### config.mk
export PLATFORM = sky130hd
export DESIGN_NAME = line_segment_window_clipper_core
export DESIGN_NICKNAME = d
export VERILOG_FILES = /design/src/design/lswc_pkg.sv /design/src/design/lswc_divider.sv /design/src/design/line_segment_window_clipper_core.sv
export VERILOG_INCLUDE_DIRS = /design/src /design/src/design
export SDC_FILE = /design/constraint.sdc
export NUM_CORES = 1
export LEC_CHECK = 0
export BUFFER_PORTS_ARGS = -buffer_cell sky130_fd_sc_hd__buf_2
export CAP_MARGIN = 20
export CORE_AREA = 2 2 216 218
export CTS_BUF_LIST = sky130_fd_sc_hd__clkbuf_8 sky130_fd_sc_hd__clkbuf_16
export CTS_CLUSTER_DIAMETER = 40
export DETAILED_ROUTE_END_ITERATION = 8
export DIE_AREA = 0 0 218 220
export PLACE_DENSITY = 0.72
export SETUP_SLACK_MARGIN = 0.5
export SLEW_MARGIN = 20
export SYNTH_ARGS = -nofsm -noshare
export SYNTH_HDL_FRONTEND = slang
export SYNTH_HIERARCHICAL = 1
export SYNTH_SLANG_ARGS = --single-unit
### constraint.sdc
create_clock -name clk_i -period 5 [get_ports clk_i]
set_input_delay 0.25 -clock clk_i [delete_from_list [all_inputs] [get_ports clk_i]]
set_output_delay 0.25 -clock clk_i [all_outputs]
set_load 0.005 [all_outputs]
### src/design/assert_macros.svh
// Assertion macros shared by the clipper RTL
`ifndef ASSERT_MACROS_SVH
`define ASSERT_MACROS_SVH
`ifndef SYNTH
`define ASSERT_IMPLY(lbl, clk, rst_n, ante, cons) \
  lbl: assert property (@(posedge clk) disable iff (!rst_n) (ante) |-> (cons)) \
    else $error("assertion failed");
`define ASSERT_NEXT(lbl, clk, rst_n, ante, cons) \
  lbl: assert property (@(posedge clk) disable iff (!rst_n) (ante) |=> (cons)) \
    else $error("assertion failed");
`else
`define ASSERT_IMPLY(lbl, clk, rst_n, ante, cons)
`define ASSERT_NEXT(lbl, clk, rst_n, ante, cons)
`endif
`endif

### src/design/lswc_pkg.sv
package lswc_pkg;
  // region code bits
  localparam int unsigned CodeLeft  = 0;
  localparam int unsigned CodeRight = 1;
  localparam int unsigned CodeBelow = 2;
  localparam int unsigned CodeAbove = 3;
  localparam int unsigned MaxClips  = 4;

  // configuration register indexes
  localparam logic [1:0] RegLeft   = 2'd0;
  localparam logic [1:0] RegBottom = 2'd1;
  localparam logic [1:0] RegRight  = 2'd2;
  localparam logic [1:0] RegTop    = 2'd3;

  // divider handshake
  typedef struct packed {
    logic start;
    logic busy;
    logic done;
  } lswc_div_ctl_t;
endpackage

### src/design/lswc_divider.sv
`include "assert_macros.svh"
// Unsigned restoring divider, one quotient bit per cycle.
module lswc_divider import lswc_pkg::*; #(
  parameter int unsigned NumWidth = 24,
  parameter int unsigned DenWidth = 13
) (
  input  logic                clk_i,
  input  logic                rst_ni,
  input  logic                start_i,
  input  logic [NumWidth-1:0] num_i,
  input  logic [DenWidth-1:0] den_i,
  output lswc_div_ctl_t       ctl_o,
  output logic [NumWidth-1:0] quot_o
);
  localparam int unsigned CntWidth = $clog2(NumWidth + 1);
  localparam logic [CntWidth-1:0] CntFull = CntWidth'(NumWidth);

  logic [CntWidth-1:0] cnt_q, cnt_d;
  logic                busy_q, busy_d, done_q, done_d;
  logic [NumWidth-1:0] quo_q, quo_d;
  logic [DenWidth:0]   rem_q, rem_d, shifted;
  logic [DenWidth-1:0] den_q, den_d;

  // shift-subtract step
  always_comb begin
    busy_d  = busy_q;
    done_d  = 1'b0;
    cnt_d   = cnt_q;
    quo_d   = quo_q;
    rem_d   = rem_q;
    den_d   = den_q;
    shifted = {rem_q[DenWidth-1:0], quo_q[NumWidth-1]};
    if (start_i && !busy_q) begin
      busy_d = 1'b1;
      cnt_d  = CntFull;
      quo_d  = num_i;
      rem_d  = '0;
      den_d  = den_i;
    end else if (busy_q) begin
      if (shifted >= {1'b0, den_q}) begin
        rem_d = shifted - {1'b0, den_q};
        quo_d = {quo_q[NumWidth-2:0], 1'b1};
      end else begin
        rem_d = shifted;
        quo_d = {quo_q[NumWidth-2:0], 1'b0};
      end
      cnt_d = cnt_q - 1'b1;
      if (cnt_q == CntWidth'(1)) begin
        busy_d = 1'b0;
        done_d = 1'b1;
      end
    end
  end

  always_ff @(posedge clk_i or negedge rst_ni) begin
    if (!rst_ni) begin
      busy_q <= 1'b0;
      done_q <= 1'b0;
      cnt_q  <= '0;
    end else begin
      busy_q <= busy_d;
      done_q <= done_d;
      cnt_q  <= cnt_d;
    end
  end

  always_ff @(posedge clk_i) begin
    quo_q <= quo_d;
    rem_q <= rem_d;
    den_q <= den_d;
  end

  assign ctl_o  = '{start: start_i, busy: busy_q, done: done_q};
  assign quot_o = quo_q;

  `ASSERT_IMPLY(a_done_not_busy, clk_i, rst_ni, done_q, !busy_q)
  `ASSERT_IMPLY(a_cnt_zero_idle, clk_i, rst_ni, !busy_q, cnt_q == '0)
  `ASSERT_NEXT(a_start_busy, clk_i, rst_ni, start_i && !busy_q, busy_q)
endmodule

### src/design/line_segment_window_clipper_core.sv
`include "assert_macros.svh"
// Cohen-Sutherland line clipper against a configurable window.
// Config: cfg_valid_i/cfg_ready_o with cfg_index_i (0 left, 1 bottom,
//   2 right, 3 top) and cfg_data_i; ready always high, write only when idle.
//   Other indexes are ignored.
// Items: raise start while busy is low with the four endpoint coords.
//   busy rises the next cycle; the result appears on the result ports
//   for one cycle with done_o high, and busy drops the cycle after that.
// Steps: a trivial accept or reject passes through a test and an output
//   state. Each edge move adds a test, a multiply, a divider launch, a wait
//   on the shared serial divider and a code update; a move with a zero
//   difference skips the divider launch and wait. Up to four moves.
// One item at a time: a new item is taken only in idle, after the last
//   result; the divider, one quotient bit per cycle, is the rate limit.
// Reset loads the window 0,0 .. 639,479 and returns to idle.
// The receiver cannot stall; results are taken on the done_o cycle.
module line_segment_window_clipper_core import lswc_pkg::*; #(
  parameter int unsigned COORD_WIDTH = 12
) (
  input  logic                          clk_i,
  input  logic                          rst_ni,
  input  logic                          cfg_valid_i,
  output logic                          cfg_ready_o,
  input  logic [1:0]                    cfg_index_i,
  input  logic [COORD_WIDTH-1:0]        cfg_data_i,
  input  logic                          start,
  output logic                          busy,
  input  logic signed [COORD_WIDTH-1:0] start_x_i,
  input  logic signed [COORD_WIDTH-1:0] start_y_i,
  input  logic signed [COORD_WIDTH-1:0] end_x_i,
  input  logic signed [COORD_WIDTH-1:0] end_y_i,
  output logic                          done_o,
  output logic                          visible_o,
  output logic                          wholly_inside_o,
  output logic signed [COORD_WIDTH-1:0] clipped_start_x_o,
  output logic signed [COORD_WIDTH-1:0] clipped_start_y_o,
  output logic signed [COORD_WIDTH-1:0] clipped_end_x_o,
  output logic signed [COORD_WIDTH-1:0] clipped_end_y_o,
  output logic [3:0]                    start_region_o,
  output logic [3:0]                    end_region_o
);
  localparam int unsigned W  = COORD_WIDTH;
  localparam int unsigned DW = W + 1;          // difference width
  localparam int unsigned PW = 2 * W + 2;      // product magnitude width
  localparam logic [2:0] StIdle = 3'd0;
  localparam logic [2:0] StTest = 3'd1;
  localparam logic [2:0] StMul  = 3'd2;
  localparam logic [2:0] StDiv  = 3'd3;
  localparam logic [2:0] StWait = 3'd4;
  localparam logic [2:0] StUpd  = 3'd5;
  localparam logic [2:0] StOut  = 3'd6;

  logic signed [W-1:0] win_l_q, win_b_q, win_r_q, win_t_q;
  logic [2:0] st_q, st_d;
  logic signed [W-1:0] x0_q, y0_q, x1_q, y1_q;
  logic [3:0] c0_q, c1_q, o0_q, o1_q;
  logic [2:0] n_q;
  logic       vis_q;
  logic       first_q, neg_q, yedge_q, zero_q;
  logic signed [W-1:0] edge_q, base_q;
  logic [DW-1:0] mda_q, mdb_q, mden_q;
  logic [PW-1:0] prod_q;

  // region code of one point
  function automatic logic [3:0] region(input logic signed [W-1:0] x,
      input logic signed [W-1:0] y, input logic signed [W-1:0] l,
      input logic signed [W-1:0] b, input logic signed [W-1:0] r,
      input logic signed [W-1:0] t);
    logic [3:0] c;
    c = '0;
    c[CodeAbove] = y > t;
    c[CodeBelow] = y < b;
    c[CodeRight] = x > r;
    c[CodeLeft]  = x < l;
    return c;
  endfunction

  function automatic logic [DW-1:0] magn(input logic signed [DW-1:0] v);
    return v[DW-1] ? DW'(-v) : DW'(v);
  endfunction

  // configuration
  assign cfg_ready_o = 1'b1;
  always_ff @(posedge clk_i or negedge rst_ni) begin
    if (!rst_ni) begin
      win_l_q <= W'(0);
      win_b_q <= W'(0);
      win_r_q <= W'(639);
      win_t_q <= W'(479);
    end else if (cfg_valid_i) begin
      unique case (cfg_index_i)
        RegLeft:   win_l_q <= cfg_data_i;
        RegBottom: win_b_q <= cfg_data_i;
        RegRight:  win_r_q <= cfg_data_i;
        RegTop:    win_t_q <= cfg_data_i;
        default:   ;
      endcase
    end
  end

  // shared divider
  lswc_div_ctl_t       div_ctl;
  logic [PW-1:0]       div_q;
  lswc_divider #(.NumWidth(PW), .DenWidth(DW)) u_div (
    .clk_i, .rst_ni,
    .start_i(st_q == StDiv),
    .num_i  (prod_q),
    .den_i  (mden_q),
    .ctl_o  (div_ctl),
    .quot_o (div_q)
  );

  // edge selection for the current test
  logic               sel_first;
  logic [3:0]         sel_c;
  logic signed [W-1:0] px, py, ox, oy;
  logic signed [DW-1:0] e_ext, a0, a1, b0, b1;
  logic               sel_y;
  logic signed [W-1:0] sel_edge;
  always_comb begin
    sel_first = c0_q != 4'd0;
    sel_c = sel_first ? c0_q : c1_q;
    px = sel_first ? x0_q : x1_q;
    py = sel_first ? y0_q : y1_q;
    ox = sel_first ? x1_q : x0_q;
    oy = sel_first ? y1_q : y0_q;
    priority if (sel_c[CodeAbove]) begin
      sel_y = 1'b1; sel_edge = win_t_q;
    end else if (sel_c[CodeBelow]) begin
      sel_y = 1'b1; sel_edge = win_b_q;
    end else if (sel_c[CodeRight]) begin
      sel_y = 1'b0; sel_edge = win_r_q;
    end else begin
      sel_y = 1'b0; sel_edge = win_l_q;
    end
    // a moves along, b is the axis of the edge
    a0 = DW'(sel_y ? px : py);
    a1 = DW'(sel_y ? ox : oy);
    b0 = DW'(sel_y ? py : px);
    b1 = DW'(sel_y ? oy : ox);
    e_ext = DW'(sel_edge);
  end

  logic signed [DW-1:0] da, db, den;
  assign da  = a1 - a0;
  assign db  = e_ext - b0;
  assign den = b1 - b0;

  // new point after division
  logic signed [W-1:0] newc, nx, ny;
  always_comb begin
    newc = neg_q ? W'(base_q - W'(div_q)) : W'(base_q + W'(div_q));
    if (zero_q) newc = base_q;
    nx = yedge_q ? newc : edge_q;
    ny = yedge_q ? edge_q : newc;
  end

  // sequencer
  always_comb begin
    st_d = st_q;
    unique case (st_q)
      StIdle:  if (start) st_d = StTest;
      StTest: begin
        if ((c0_q | c1_q) == 4'd0 || (c0_q & c1_q) != 4'd0 ||
            n_q >= 3'(MaxClips)) st_d = StOut;
        else st_d = StMul;
      end
      StMul:   st_d = zero_q ? StUpd : StDiv;
      StDiv:   st_d = StWait;
      StWait:  if (div_ctl.done) st_d = StUpd;
      StUpd:   st_d = StTest;
      StOut:   st_d = StIdle;
      default: st_d = StIdle;
    endcase
  end

  always_ff @(posedge clk_i or negedge rst_ni) begin
    if (!rst_ni) begin
      st_q  <= StIdle;
      n_q   <= '0;
      vis_q <= 1'b0;
    end else begin
      st_q <= st_d;
      if (st_q == StIdle && start) begin
        n_q   <= '0;
        vis_q <= 1'b0;
      end else if (st_q == StTest) begin
        vis_q <= (c0_q | c1_q) == 4'd0;
      end else if (st_q == StUpd) begin
        n_q <= n_q + 3'd1;
      end
    end
  end

  // datapath
  always_ff @(posedge clk_i) begin
    unique case (st_q)
      StIdle: begin
        x0_q <= start_x_i; y0_q <= start_y_i;
        x1_q <= end_x_i;   y1_q <= end_y_i;
        c0_q <= region(start_x_i, start_y_i, win_l_q, win_b_q, win_r_q, win_t_q);
        c1_q <= region(end_x_i, end_y_i, win_l_q, win_b_q, win_r_q, win_t_q);
        o0_q <= region(start_x_i, start_y_i, win_l_q, win_b_q, win_r_q, win_t_q);
        o1_q <= region(end_x_i, end_y_i, win_l_q, win_b_q, win_r_q, win_t_q);
      end
      StTest: begin
        first_q <= sel_first;
        yedge_q <= sel_y;
        edge_q  <= sel_edge;
        base_q  <= W'(a0);
        mda_q   <= magn(da);
        mdb_q   <= magn(db);
        mden_q  <= magn(den);
        zero_q  <= (den == '0) || (da == '0) || (db == '0);
        neg_q   <= ((da < 0) != (db < 0)) != (den < 0);
      end
      StMul: prod_q <= PW'(mda_q) * PW'(mdb_q);
      StUpd: begin
        if (first_q) begin
          x0_q <= nx; y0_q <= ny;
          c0_q <= region(nx, ny, win_l_q, win_b_q, win_r_q, win_t_q);
        end else begin
          x1_q <= nx; y1_q <= ny;
          c1_q <= region(nx, ny, win_l_q, win_b_q, win_r_q, win_t_q);
        end
      end
      default: ;
    endcase
  end

  // result
  assign busy              = st_q != StIdle;
  assign done_o            = st_q == StOut;
  assign visible_o         = vis_q;
  assign wholly_inside_o   = (o0_q | o1_q) == 4'd0;
  assign clipped_start_x_o = vis_q ? x0_q : '0;
  assign clipped_start_y_o = vis_q ? y0_q : '0;
  assign clipped_end_x_o   = vis_q ? x1_q : '0;
  assign clipped_end_y_o   = vis_q ? y1_q : '0;
  assign start_region_o    = o0_q;
  assign end_region_o      = o1_q;

  `ASSERT_NEXT(a_done_pulse, clk_i, rst_ni, done_o, !done_o && !busy)
  `ASSERT_IMPLY(a_clip_bound, clk_i, rst_ni, busy, n_q <= 3'(MaxClips))
  `ASSERT_IMPLY(a_div_only_wait, clk_i, rst_ni, div_ctl.busy, st_q == StWait)
  `ASSERT_IMPLY(a_inside_vis, clk_i, rst_ni, done_o && wholly_inside_o, visible_o)
endmodule

Word level (Yosys, flattened, before mapping)
Cells that the tools add are included.
{ "totals": {"register_bits": 271, "in_bits": 66, "output_inout_bits": 61} }
{ "op_classes": {"n_addsub": 11, "n_mul": 1, "magnitude_cmp": 17, "n_eq_ne": 17, "muxes": 59, "bitwise": 3, "n_reduce_logical": 29} }
{ "ops": {"columns": ["cell", "count"], "rows": [
  ["12-bit two-way mux", 22],
  ["12-bit one-hot mux with 2 select lines", 4],
  ["12-bit > comparator", 6],
  ["12-bit less-than comparator", 6],
  ["13-bit two-way mux", 5],
  ["26-bit two-way mux", 2],
  ["13-bit zero test", 3],
  ["13-bit by 1-bit less-than comparator with 1-bit output (second input constant)", 3],
  ["13-bit negation", 3],
  ["13-bit subtractor", 3],
  ["13-bit by 13-bit multiplier with 26-bit output", 1],
  ["3-bit two-way mux", 7],
  ["3-bit one-hot mux with 6 select lines", 1],
  ["4-bit one-hot mux with 2 select lines", 2],
  ["2-bit AND reduction", 8],
  ["14-bit by 13-bit >= comparator with 1-bit output", 1],
  ["12-bit by 13-bit subtractor with 13-bit output", 1],
  ["12-bit adder", 1],
  ["4-bit two-way mux", 3],
  ["12-bit subtractor", 1],
  ["1-bit two-way mux", 11],
  ["5-bit two-way mux", 2],
  ["3-bit equality test (second input constant)", 3],
  ["4-bit zero test", 2],
  ["other kinds (21)", 36]
]} }

Depth between registers and ports, before layout
Gate-level depths: netlist of run 1.
{ "logic_depth": {"depth_word": 9, "ltp_mapped": 22, "ltp_nobuf": 22} }

Cells and area by module
Netlist of run 1, hierarchy kept.
{ "by_module_without_submodules": {"columns": ["module", "n_inst", "cells_per_inst", "area_each_um2"], "rows": [
  ["line_segment_window_clipper_core", 1, 2307, 21574.4],
  ["lswc_divider", 1, 277, 3218.1]
]} }

Worst setup path after synthesis of run 1
No wires, ideal clock.
{ "synth_timing": {"path_kind": "flip-flop to flip-flop", "start": "reg mda_q[8]", "end": "reg prod_q[22], data pin", "arrival_time_ns": 5.093, "t_required_ns": 4.742, "path_slack_ns": -0.350, "path_stages_with_launch": 19, "n_path_buf": 1, "period_less_slack_ns": 5.350, "path_cell_list": "edfxtp_1 -> clkbuf_1 -> and2_1 -> fa_1 -> inv_1 -> fa_1 -> inv_1 -> fa_1 -> fa_1 -> fa_1 -> ha_1 -> a2111oi_0 -> o21a_1 -> nor3_1 -> a221o_1 -> o211ai_1 -> nand2b_1 -> a21oi_1 -> xnor2_1"} }
{ "synth_via": {"elab_chain_len": 1} }
{ "synth_lines": {"columns": ["item", "line_no", "rtl"], "rows": [
  ["start, declared", "line_segment_window_clipper_core.sv:61", "logic [DW-1:0] mda_q, mdb_q, mden_q;"],
  ["start signal, assigned", "line_segment_window_clipper_core.sv:211", "mda_q <= magn(da);"],
  ["13-bit by 13-bit multiplier with 26-bit output", "line_segment_window_clipper_core.sv:217", "StMul: prod_q <= PW'(mda_q) * PW'(mdb_q);"],
  ["end signal, assigned", "line_segment_window_clipper_core.sv:217", null],
  ["end, declared", "line_segment_window_clipper_core.sv:62", "logic [PW-1:0] prod_q;"]
]} }
No other way between the ends.
A chain may end at the register's enable or synchronous reset.

Worst setup path in the final report of run 1
{ "layout_timing": {"start": "reg mda_q[7]", "end": "reg prod_q[25], data pin"} }
The elaborated chain is that of the path after synthesis.

==> results of run 1 <==
-- final timing paths --
| kind | slack (ns) | from | endpoint | depth (start not counted) |
|---|---|---|---|---|
| min reg2reg | 0.40 | mden_q[10] | u_div/den_q[10] | 0 |
| max reg2reg | -0.31 | mda_q[7] | prod_q[25] | 20 |
| max in group asynchronous | 3.98 | rst_ni | visible_o | 3 |
| max | -0.31 | mda_q[7] | prod_q[25] | 20 |
| min | 0.02 | end_x_i[3] | x1_q[3] | 3 |
| min in group asynchronous | 0.40 | rst_ni | win_r_q[10] | 3 |
-- routing by layer --
layer	GRT usage	share of wire	up-vias
met5	0	0	-
met4	0.1893	0.065	0
met3	0.03671	0.063	234
met2	0.5331	0.48	871
met1	0.3923	0.39	10093
li1	-	-	9652
-- registers in the layout, indices dropped and copies added (netlist names), 5 cells and up --
name	count
prod_q	26
u_div/quot_o	26
mda_q	13
mdb_q	13
mden_q	13
u_div/den_q	13
u_div/rem_q	13
base_q	12
edge_q	12
win_b_q	12
win_l_q	12
win_r_q	12
win_t_q	12
x0_q	12
x1_q	12
y0_q	12
y1_q	12
u_div/cnt_q	5
-- worst register-to-register path: cells and delay by family (launching register included) --
family / cells / cell delay (ns)
and+or+nand+nor: 3 / 0.34
adders and majority gates: 6 / 2.81
DFF: 1 / 0.48
buffers and inverters: 6 / 0.49
AOI/OAI and AO/OA: 5 / 0.90
-- through the flow --
| step | hold slack, ns | instances | util | cell area, µm² | TNS (ns) |
|---|---|---|---|---|---|
| floorplan | -0.04559 | 2582 | - | 25150 | -0.09521 |
| global placement | 0.4038 | 3384 | 0.5941 | 27250 | -1.214 |
| detailed placement | 0.4045 | 3384 | 0.5942 | 27250 | -2.111 |
| CTS | 0.001981 | 3534 | 0.6488 | 29760 | -0.7497 |
| global route | 0.01587 | 3566 | 0.6715 | 30800 | -3.074 |
| finish | 0.02255 | 3566 | 0.6715 | 30800 | -1.342 |
-- final cells by class --
class                   instances  area, µm²  area share
clock buffers                  49       1215     0.03945
well taps                     607      759.5     0.02466
repair buffers                385       2779     0.09023
clock inverters                33      291.5    0.009465
multi-input cells            1916      16890      0.5483
flip-flops and latches        271       7719      0.2506
inverters                     305       1147     0.03725
-- cells in the final DEF, fill, tap and decap left out, types with 16 or more instances in the layout --
master       n
nand2_1    306
inv_1      282
ha_1       246
buf_4      211
edfxtp_1   196
buf_2      126
and2_1     122
fa_1       115
o21ai_0     99
nor2_1      90
mux2_2      73
mux2i_1     69
a21oi_1     64
xnor2_1     55
a21o_1      53
clkbuf_16   48
dfrtp_1     45
xor2_1      32
nor3_1      31
nand3_1     30
buf_6       30
o21a_1      29
inv_2       27
nand2b_1    25
nor2b_1     24
o211ai_1    24
ha_4        24
a21oi_2     21
o21ai_1     18
o21ai_2     18
and2_4      17
nand4_1     17
dfstp_2     16
-- what timing repair did --
action,in CTS,in global routing
setup endpoints to repair,53,54
pin swaps,60,90
hold buffers,13,0
resized for setup,114,166
buffers inserted,54,32
hold endpoints to repair,76,0
cloned,1,0
==> reports/qor.txt, run 1 <==
status: finished, violations left
failing checks: setup timing
Max Cap Violations: 0
# rows: 79
Critical Path End Type: flop
CTS tree: built
CTS Buf Count: 44
YS warnings: 6
Relative slew margins: 0.3537
drt first pass iters: 5
H-tree lvl count: 2
initial antenna violation count: 0
global-route wire length before repair: 115700 µm
CTS sink cnt: 271
Max clock buf depth: 3
I/O Pins: 127
DP Wirelength: 59870 µm
min Tclk post-route: 5.313 ns
Final nets: 3391
CP max stage delay: 0.55 ns
CTS root buf: clkbuf_16
Final Worst Setup Slack: -0.3131 ns
Synth Area per Inst: 9.596 µm²
cell family contributing the most delay on the critical path: adder cells
Mapped Area: 0.02478 mm²
Post-Route WL: 76750 µm
DRT iter0 DRCs: 1550
Port Buffers: 125
ANT nets after route: 0
largest net degree at the start of global routing: 63
Initial Util: 0.5402
Clock Skew: 0.03183 ns
area grow syn2layout: 24.30%
Final Hold Fails: 0
Worst Tran Pin Value: 0.9659 ns
via count: 20850
RePlAce Congestion: 0.9486
CP startpoint kind: flop
CP required: 5.29 ns
fin. max-slew vios: 0
final setup vio count: 8
WP buf/inv: 6
GRT Total Usage: 0.3166
f_max: 0.1882 GHz
syn nets: 3050
hold crit path type: input pin to flop
die area: 0.04796 mm²
Worst-path clk slew: 0.06 ns
crit path DAT: 5.60 ns
Die H: 220 µm
core footprint: 0.04586 mm²
Vias/cell: 5.847
vias in the first global route: 20670
Crit Path Class: flop to flop
# DRC: 0
die width: 218 µm
Place WS: -0.3843 ns
layout cells sized above 1: 0.2724
Fill cells: 3544
crit-path max FO: 7
GRT overflow: 0
Avg WL per Cell: 21.52 µm
Critical-path top delay cell: fa_1
Syn Inst Count: 2582
Worst-Skew Late Latency: 0.58 ns
unrepaired setup endpoints after global routing: yes
Antenna Cells: 0
CP cell instances: buf_6 > buf_6 > and2_4 > fa_1 > inv_2 > fa_1 > fa_1 > inv_2 > fa_1 > inv_1 > fa_1 > inv_2 > ha_4 > o21a_1 > o31ai_4 > a21oi_2 > o31ai_2 > a211oi_2 > or3_1 > nand3_1
post-route clock period utilization: 1.063
CP most frequent cell: fa_1
Power of run 1 is not shown: default switching activity piles up to over one toggle a cycle in this logic, so the estimate is an artifact.
==> inputs of run 2 (changes only) <==
Settings changed: GPL_TIMING_DRIVEN set to 0.
==> run 2 against run 1 <==
  * The run still ends with setup timing left
  * Highest routed layer is now met5
  * Die area is the same
  * Core utilization grew 0.54 points
  * Wire length grew 9.5%
  * Cell area grew 0.80%
  * First-iteration DRC count grew 31%
  * Sequential share of layout area shrank 0.20 points
  * Sequential cell count is the same
  * Register-to-register slack lost 0.23 ns
  * Clock-buffer cell count is the same
==> reports/qor.txt, run 2 (synthesis results as in run 1) <==
GRT overflow: 0
Worst-path clk slew: 0.06 ns
Crit Path Class: flop to flop
crit path DAT: 5.88 ns
Final Worst Setup Slack: -0.5473 ns
Max Used Layer: met5
CP required: 5.33 ns
Max Cap Violations: 0
Initial Util: 0.5402
WL met2: 39660 µm
DRT iter0 DRCs: 2036
Worst-Skew Late Latency: 0.58 ns
Critical Path End Type: flop
Avg WL per Cell: 23.69 µm
status: finished, violations left
Max clock buf depth: 3
final setup vio count: 10
# DRC: 0
f_max: 0.1803 GHz
post-route clock period utilization: 1.109
CTS tree: built
Final nets: 3370
Place WS: -0.8736 ns
CP most frequent cell: fa_1
crit-path max FO: 5
largest net degree at the start of global routing: 53
CP max stage delay: 0.61 ns
DP Wirelength: 63840 µm
CP startpoint kind: flop
Post-Route WL: 84020 µm
die width: 218 µm
RePlAce Congestion: 0.9837
vias in the first global route: 20603
GRT Total Usage: 0.3417
Critical-path top delay cell: fa_2
Port Buffers: 125
hold crit path type: input pin to flop
global-route wire length before repair: 122300 µm
Worst Tran Pin Value: 1.031 ns
area grow syn2layout: 25.30%
layout cells sized above 1: 0.2633
Clock Skew: 0.03054 ns
initial antenna violation count: 3
fin. max-slew vios: 0
# rows: 79
Routed met1 length: 33450 µm
drt first pass iters: 5
CP cell instances: buf_6 > and2_4 > fa_1 > inv_1 > fa_1 > inv_2 > fa_1 > fa_2 > fa_2 > ha_4 > a2111oi_4 > o21a_1 > nor3_2 > a221o_1 > o211ai_1 > nand2b_1 > a21oi_2 > xnor2_1
Final Hold Fails: 0
CTS root buf: clkbuf_16
Die H: 220 µm
unrepaired setup endpoints after global routing: yes
routed wl met3: 5893 µm
H-tree lvl count: 2
CTS sink cnt: 271
failing checks: setup timing
die area: 0.04796 mm²
I/O Pins: 127
min Tclk post-route: 5.547 ns
most common cell after layout, fill and taps aside: nand2_1
commonest non-fill, non-tap cells in the layout: nand2_1, inv_1, ha_1
Antenna Cells: 0
Relative slew margins: 0.3125
CTS Buf Count: 46
core footprint: 0.04586 mm²
ANT nets after route: 0
via count: 21054
Vias/cell: 5.936
-- run 2: cell types whose count changed in the layout (fill, tap and decap cells not counted), sizes merged, moves of 2 or more --
cell / before / now
inv: 321 / 315
buf: 371 / 289
clkinv: 11 / 18
clkbuf: 49 / 110
clkinvlp: 3 / 5
dlygate4sd3: 13 / 9
-- run 2: worst paths after layout --
path                       depth (start not counted)     startpoint         endpoint  slack [ns]
setup / recovery                                  18      mda_q[10]       prod_q[22]       -0.55
hold / removal                                     3  cfg_data_i[9]       win_l_q[9]        0.02
setup reg to reg                                  18      mda_q[10]       prod_q[22]       -0.55
hold reg to reg                                    0     mden_q[12]  u_div/den_q[12]        0.41
max in group asynchronous                          3         rst_ni       win_t_q[3]        4.31
min in group asynchronous                          2         rst_ni           n_q[0]        0.12
-- run 2: layer usage --
metal,vias up,global-route usage
met2,911,0.5647
met5,-,0
met1,10265,0.4351
li1,9625,-
met4,2,0.1794
met3,251,0.05079
-- run 2: layout make-up --
type,instances,area [µm²]
multi-input combinational,1917,17230
fill,3492,14820
sequential,271,7717
timing repair buffer,271,1909
clock buffer,49,1226
inverter,305,1154
tap,607,759.5
buffer,90,683.2
clock inverter,37,369.1
-- run 2: worst max-delay path: cells and delay by family (launching register included) --
family / cells / cell delay [ns]
fa+ha+maj: 6 / 2.84
buf+inv: 3 / 0.28
compound gates: 5 / 1.24
flops: 1 / 0.52
xor+xnor: 1 / 0.08
simple gates: 3 / 0.33
-- run 2: repair_timing --
item                                    CTS  global route
buffers inserted                         84            48
endpoints found under the setup margin   64            60
cloned                                    1             1
endpoints found under the hold margin    60             0
hold buffers                              9             0
pin swaps                                62           123
resized for setup                       167           225
-- run 2: stage by stage --
stage	std cells	utilization	setup TNS, ns	cell area (µm²)	hold slack (ns)
after floorplan	2582	-	-0.09521	25150	-0.04559
after global placement	3314	0.5786	-33.97	26540	0.4009
after detailed placement	3318	0.5814	-18.12	26670	0.1506
after CTS	3498	0.6473	-2.366	29690	0.004161
after global routing	3547	0.6769	-5.564	31050	0.03065
final	3547	0.6769	-3.644	31050	0.02004
Power of run 2 is left out for the same reason.
